### src/hdl/ptb_pkg.sv
// ----------------------------------------------------------------------------
// Palindromic tree builder package
// Shared types, codes and widths for the builder's controller and datapath.
// ----------------------------------------------------------------------------
package ptb_pkg;

  localparam int MAX_LEN_DEF  = 1024;
  localparam int ALPHABET_DEF = 26;

  localparam int OPCODE_W = 2;
  localparam int CHAR_W   = 7;
  localparam int COUNT_W  = 11;
  localparam int BEST_W   = 21;
  localparam int LETTER_W = 5;
  localparam int OCC_W    = 11;

  localparam logic [CHAR_W-1:0] LETTER_BASE = 7'd97;

  typedef enum logic [OPCODE_W-1:0] {
    OP_CLEAR  = 2'd0,
    OP_APPEND = 2'd1,
    OP_FINISH = 2'd2
  } opcode_t;

  typedef enum logic [1:0] {
    ST_OK           = 2'd0,
    ST_FULL         = 2'd1,
    ST_AFTER_FINISH = 2'd2
  } status_t;

  typedef struct packed {
    opcode_t             opcode;
    logic [CHAR_W-1:0]   char_code;
  } in_item_t;

  typedef struct packed {
    status_t             status;
    logic [COUNT_W-1:0]  suffix_palindromes;
    logic [COUNT_W-1:0]  longest_suffix_len;
    logic                is_new;
    logic [COUNT_W-1:0]  distinct_count;
    logic [BEST_W-1:0]   best_product;
  } out_item_t;

  typedef enum logic [4:0] {
    DP_NOP,
    DP_LOAD,
    DP_CLEAR,
    DP_SWEEP,
    DP_APP_START,
    DP_W_READ,
    DP_W_POS,
    DP_W_CMP,
    DP_CH_CUR,
    DP_CH_UP,
    DP_NODE_RD,
    DP_EXIST_WR,
    DP_WALK2,
    DP_SET_LINK,
    DP_CREATE,
    DP_FOLD_INIT,
    DP_FOLD_RD,
    DP_FOLD_P,
    DP_FOLD_WR,
    DP_MAX_INIT,
    DP_MAX_RD,
    DP_MAX_MUL,
    DP_MAX_CMP,
    DP_PUBLISH
  } dp_op_t;

  typedef struct packed {
    opcode_t opcode;
    logic    finished;
    logic    full;
    logic    match;
    logic    child_nz;
    logic    cur_root;
    logic    idx_ge2;
    logic    idx_lt_nt;
    logic    sweep_last;
  } dp_stat_t;

endpackage

### src/hdl/ptb_ctrl.sv
// ----------------------------------------------------------------------------
// Palindromic tree builder controller
// Sequences the datapath through the sweep, suffix-link walks, node creation,
// count folding and the best-product search, and owns the handshakes.
// ----------------------------------------------------------------------------
module ptb_ctrl import ptb_pkg::*; (
  input  logic     clk,
  input  logic     rst_n,
  input  logic     in_valid,
  output logic     in_ready,
  output logic     out_valid,
  input  logic     out_ready,
  input  dp_stat_t stat,
  output dp_op_t   op
);

  typedef enum logic [4:0] {
    S_SWEEP,
    S_IDLE,
    S_DISPATCH,
    S_WREAD,
    S_WPOS,
    S_WCMP,
    S_CHREAD,
    S_CHDEC,
    S_EXIST,
    S_CREATE,
    S_FOLD_CHK,
    S_FOLD_P,
    S_FOLD_WR,
    S_MAX_CHK,
    S_MAX_MUL,
    S_MAX_CMP,
    S_DONE
  } state_t;

  state_t state_r, state_nxt;
  logic   phase2_r, phase2_nxt;
  logic   reply_r, reply_nxt;
  logic   out_valid_r, out_valid_nxt;

  always_comb begin
    state_nxt  = state_r;
    phase2_nxt = phase2_r;
    reply_nxt  = reply_r;
    op         = DP_NOP;
    unique case (state_r)
      S_SWEEP: begin
        op = DP_SWEEP;
        if (stat.sweep_last) begin
          state_nxt = reply_r ? S_DONE : S_IDLE;
        end
      end
      S_IDLE: begin
        if (in_valid) begin
          op        = DP_LOAD;
          state_nxt = S_DISPATCH;
        end
      end
      S_DISPATCH: begin
        unique case (stat.opcode)
          OP_CLEAR: begin
            op        = DP_CLEAR;
            reply_nxt = 1'b1;
            state_nxt = S_SWEEP;
          end
          OP_APPEND: begin
            if (stat.finished || stat.full) begin
              state_nxt = S_DONE;
            end else begin
              op         = DP_APP_START;
              phase2_nxt = 1'b0;
              state_nxt  = S_WREAD;
            end
          end
          OP_FINISH: begin
            if (stat.finished) begin
              op        = DP_MAX_INIT;
              state_nxt = S_MAX_CHK;
            end else begin
              op        = DP_FOLD_INIT;
              state_nxt = S_FOLD_CHK;
            end
          end
          default: begin
            state_nxt = S_DONE;
          end
        endcase
      end
      S_WREAD: begin
        op        = DP_W_READ;
        state_nxt = S_WPOS;
      end
      S_WPOS: begin
        op        = DP_W_POS;
        state_nxt = S_WCMP;
      end
      S_WCMP: begin
        op        = DP_W_CMP;
        state_nxt = stat.match ? S_CHREAD : S_WREAD;
      end
      S_CHREAD: begin
        op        = phase2_r ? DP_CH_UP : DP_CH_CUR;
        state_nxt = S_CHDEC;
      end
      S_CHDEC: begin
        priority if (phase2_r) begin
          op        = DP_SET_LINK;
          state_nxt = S_CREATE;
        end else if (stat.child_nz) begin
          op        = DP_NODE_RD;
          state_nxt = S_EXIST;
        end else if (stat.cur_root) begin
          op        = DP_SET_LINK;
          state_nxt = S_CREATE;
        end else begin
          op         = DP_WALK2;
          phase2_nxt = 1'b1;
          state_nxt  = S_WREAD;
        end
      end
      S_EXIST: begin
        op        = DP_EXIST_WR;
        state_nxt = S_DONE;
      end
      S_CREATE: begin
        op        = DP_CREATE;
        state_nxt = S_DONE;
      end
      S_FOLD_CHK: begin
        if (stat.idx_ge2) begin
          op        = DP_FOLD_RD;
          state_nxt = S_FOLD_P;
        end else begin
          op        = DP_MAX_INIT;
          state_nxt = S_MAX_CHK;
        end
      end
      S_FOLD_P: begin
        op        = DP_FOLD_P;
        state_nxt = S_FOLD_WR;
      end
      S_FOLD_WR: begin
        op        = DP_FOLD_WR;
        state_nxt = S_FOLD_CHK;
      end
      S_MAX_CHK: begin
        if (stat.idx_lt_nt) begin
          op        = DP_MAX_RD;
          state_nxt = S_MAX_MUL;
        end else begin
          state_nxt = S_DONE;
        end
      end
      S_MAX_MUL: begin
        op        = DP_MAX_MUL;
        state_nxt = S_MAX_CMP;
      end
      S_MAX_CMP: begin
        op        = DP_MAX_CMP;
        state_nxt = S_MAX_CHK;
      end
      S_DONE: begin
        if (!out_valid_r || out_ready) begin
          op        = DP_PUBLISH;
          reply_nxt = 1'b0;
          state_nxt = S_IDLE;
        end
      end
      default: begin
        state_nxt = S_IDLE;
      end
    endcase
  end

  always_comb begin
    if (op == DP_PUBLISH) begin
      out_valid_nxt = 1'b1;
    end else if (out_ready) begin
      out_valid_nxt = 1'b0;
    end else begin
      out_valid_nxt = out_valid_r;
    end
  end

  always_ff @(posedge clk) begin
    if (!rst_n) begin
      state_r     <= S_SWEEP;
      phase2_r    <= 1'b0;
      reply_r     <= 1'b0;
      out_valid_r <= 1'b0;
    end else begin
      state_r     <= state_nxt;
      phase2_r    <= phase2_nxt;
      reply_r     <= reply_nxt;
      out_valid_r <= out_valid_nxt;
    end
  end

  assign in_ready  = state_r == S_IDLE;
  assign out_valid = out_valid_r;

endmodule

### config.mk
export PLATFORM = sky130hd
export DESIGN_NAME = ptb_ctrl
export DESIGN_NICKNAME = d
export VERILOG_FILES = /design/src/hdl/ptb_pkg.sv /design/src/hdl/ptb_ctrl.sv
export SDC_FILE = /design/constraint.sdc
export NUM_CORES = 1
export LEC_CHECK = 0
export ABC_CLOCK_PERIOD_IN_PS = 1800
export BUFFER_PORTS_ARGS = -buffer_cell sky130_fd_sc_hd__buf_2
export CAP_MARGIN = 25
export CORE_MARGIN = 1
export CORE_UTILIZATION = 40
export CTS_BUF_LIST = sky130_fd_sc_hd__clkbuf_4
export CTS_CLUSTER_DIAMETER = 120
export CTS_CLUSTER_SIZE = 16
export DETAILED_ROUTE_END_ITERATION = 10
export HOLD_SLACK_MARGIN = 0.03
export MAX_ROUTING_LAYER = met4
export PLACE_DENSITY = 0.69
export RECOVER_POWER = 100
export SLEW_MARGIN = 25
export SYNTH_ARGS = -nofsm -noshare
export SYNTH_HDL_FRONTEND = slang
export SYNTH_SLANG_ARGS = --single-unit
### constraint.sdc
create_clock -name clk -period 1.8 [get_ports clk]
set_input_delay 0.09 -clock clk [delete_from_list [all_inputs] [get_ports clk]]
set_output_delay 0.09 -clock clk [all_outputs]
set_load 0.005 [all_outputs]
==> results.tsv <==
metric	value	unit
core area	2020	um2
post-synth cell types	46	
H-tree depth	1	
Worst-Margin Slew	0.308	ns
asr flop ratio synth	0	
Total GRT Usage	0.252	
Final Skew	0.0121	ns
syn nets	136	
GP Congestion	0.988	
Worst EP arrival	1.68	ns
Peak Freq	0.565	GHz
worst skew pair latency	0.26	ns
relative slew slack	0.794	
1st-iter DRT viols	97	
Max IR drop VDD	0.339	mV
number of setup violations in the final report	0	
post-synthesis sequential area ratio	0.182	
final count of hold timing violations	0	
pins over their slew limit	0	
min cycle time layout	1.77	ns
First-pass DRT Iterations	4	
YS warnings	0	
TritonCTS clock tree	yes	
post-layout util	0.539	
global-route wire length before repair	4460	um
Root Buffer Master	clkbuf_4	
via count	1105	
# port buffers	20	
WL final	2810	um
Inserted Diodes	0	
CP endpoint kind	primary output	
Seq cells post-synth	8	
Clock Tree Buf Depth	2	
critical path required time	1.71	ns
row cnt	16	
Die ar.	2390	um2
period utilisation layout	0.983	
unrepaired setup endpoints after global routing	true	
Pleak	0.000422	uW
WS Path Type	reg2out	
dpl cells	170	
clk slew on worst S/H paths	0.07	ns
commonest non-fill, non-tap cells in the layout	buf_2 (20), o21ai_0 (10), buf_4 (10)	
Post-Layout Cell Count	173	
max cap viols	0	
gr ovfl total	0	
Initial Util	0.435	
EDFF count, synth	0	
I/O pins	21	
DRC Markers	0	
dominant synthesized flop cell	dfxtp_1	
Cell Area, Synth	880	um2
pwr/cell area	569	nW/um2
critical path peak fanout	10	
commonest non-fill, non-tap cell in the layout	buf_2	
layout net count	162	
startpoint types	flip-flop	
hold_buf cts	0	
CTS buffer count	3	
clk sinks	8	
Detailed Place HPWL	2050	um
Syn Inst Count	122	
worst reg-to-reg setup slack	0.21	ns
status	finished, final reports clean	
Die W	48.9	um
Syn Area/Cell	7.21	um2
layout cell share with drive strength beyond 1	0.308	
Hold WC Path Type	in2reg	
Die Span Y	48.9	um
WL/cell	16.2	um
initial antenna violation count	0	
Via-to-Cell Ratio	6.39	
Routed Antenna Nets	0	
largest net degree at the start of global routing	15	
Area growth, synth to finish	23.9	%
vias in the first global route	961	
## per-layer routing
layer  up-vias  share of wire  routed length, um  global-route usage
met5         -              0                  0                   -
met4         0          0.016                 45               0.113
met3         9           0.12                329              0.0498
met2        85           0.47               1310               0.398
met1       495           0.40               1120               0.309
li1        516              -                  -                   -
## power breakdown
group          total [uW]  internal [uW]  switching (uW)  leakage (uW)
clock                 147           76.8            70.6     0.0000138
sequential            212            187            25.5     0.0000674
combinational         261            125             136      0.000341
total                 620            388             232      0.000422
## worst max-delay path, cell delays in order, from the launching register on
cell and delay [ns]:
dfxtp_2 0.43, buf_4 0.20, nor2_2 0.06, a32oi_1 0.24
o32a_1 0.22, o2111ai_1 0.11, buf_2 0.16
## worst paths after layout
kind	startpoint	endpoint	depth (start not counted)
worst max-delay path	state_r[0]	op[2]	6
worst min register to register	out_valid	out_valid	2
worst min-delay path	rst_n	state_r[3]	2
worst max register to register	state_r[2]	state_r[4]	4
## through the flow
stage | hold WS (ns) | total power [uW] | setup TNS, ns | setup WS (ns) | area [um2]
after floorplan | 0.208 | 370 | 0 | 0.391 | 880
after global placement | 0.380 | 453 | 0 | 0.194 | 1030
after detailed placement | 0.385 | 452 | 0 | 0.157 | 1030
after CTS | 0.100 | 610 | 0 | 0.0279 | 1070
after global routing | 0.0905 | 662 | -0.0252 | -0.0203 | 1090
final | 0.0992 | 620 | 0 | 0.0304 | 1090
## kinds of logic (layout without fill, tap and decap cells)
logic type / count (synthesis) / in the layout / synth area share
compound gates: 43 / 43 / 0.329
flops: 8 / 8 / 0.182
buf+inv: 13 / 37 / 0.0825
simple gates: 57 / 57 / 0.395
mux: 1 / 1 / 0.0114
## repair_timing
action,in CTS,in global routing
setup buffers,0,0
resized for setup,8,4
setup endpoints to repair,5,5
pin swaps,0,1
## cell type report
class | instances | area (um2)
fill | 205 | 932
multi-input combinational | 101 | 674
timing repair buffer | 30 | 175
sequential | 8 | 169
tap | 27 | 33.8
clock buffer | 3 | 22.5
inverter | 4 | 15.0
## registers in the layout (all words and copies together), names as in the netlist
name / flops
phase2_r: 1
state_r: 5
reply_r: 1
out_valid: 1
## cell usage after synthesis, types with 3 or more instances
cell type,number,share of area
o21ai_0,10,0.057
a21oi_1,9,0.051
nor2b_1,9,0.064
dfxtp_1,8,0.18
nor2_1,7,0.030
nor3_1,7,0.040
nand2_1,5,0.021
nand2b_1,5,0.036
buf_2,4,0.023
inv_1,4,0.017
a31oi_1,3,0.021
and2_1,3,0.021
and3_1,3,0.021
buf_4,3,0.026
nor3b_1,3,0.026
No activity file was read; power rests on OpenSTA's default activity.
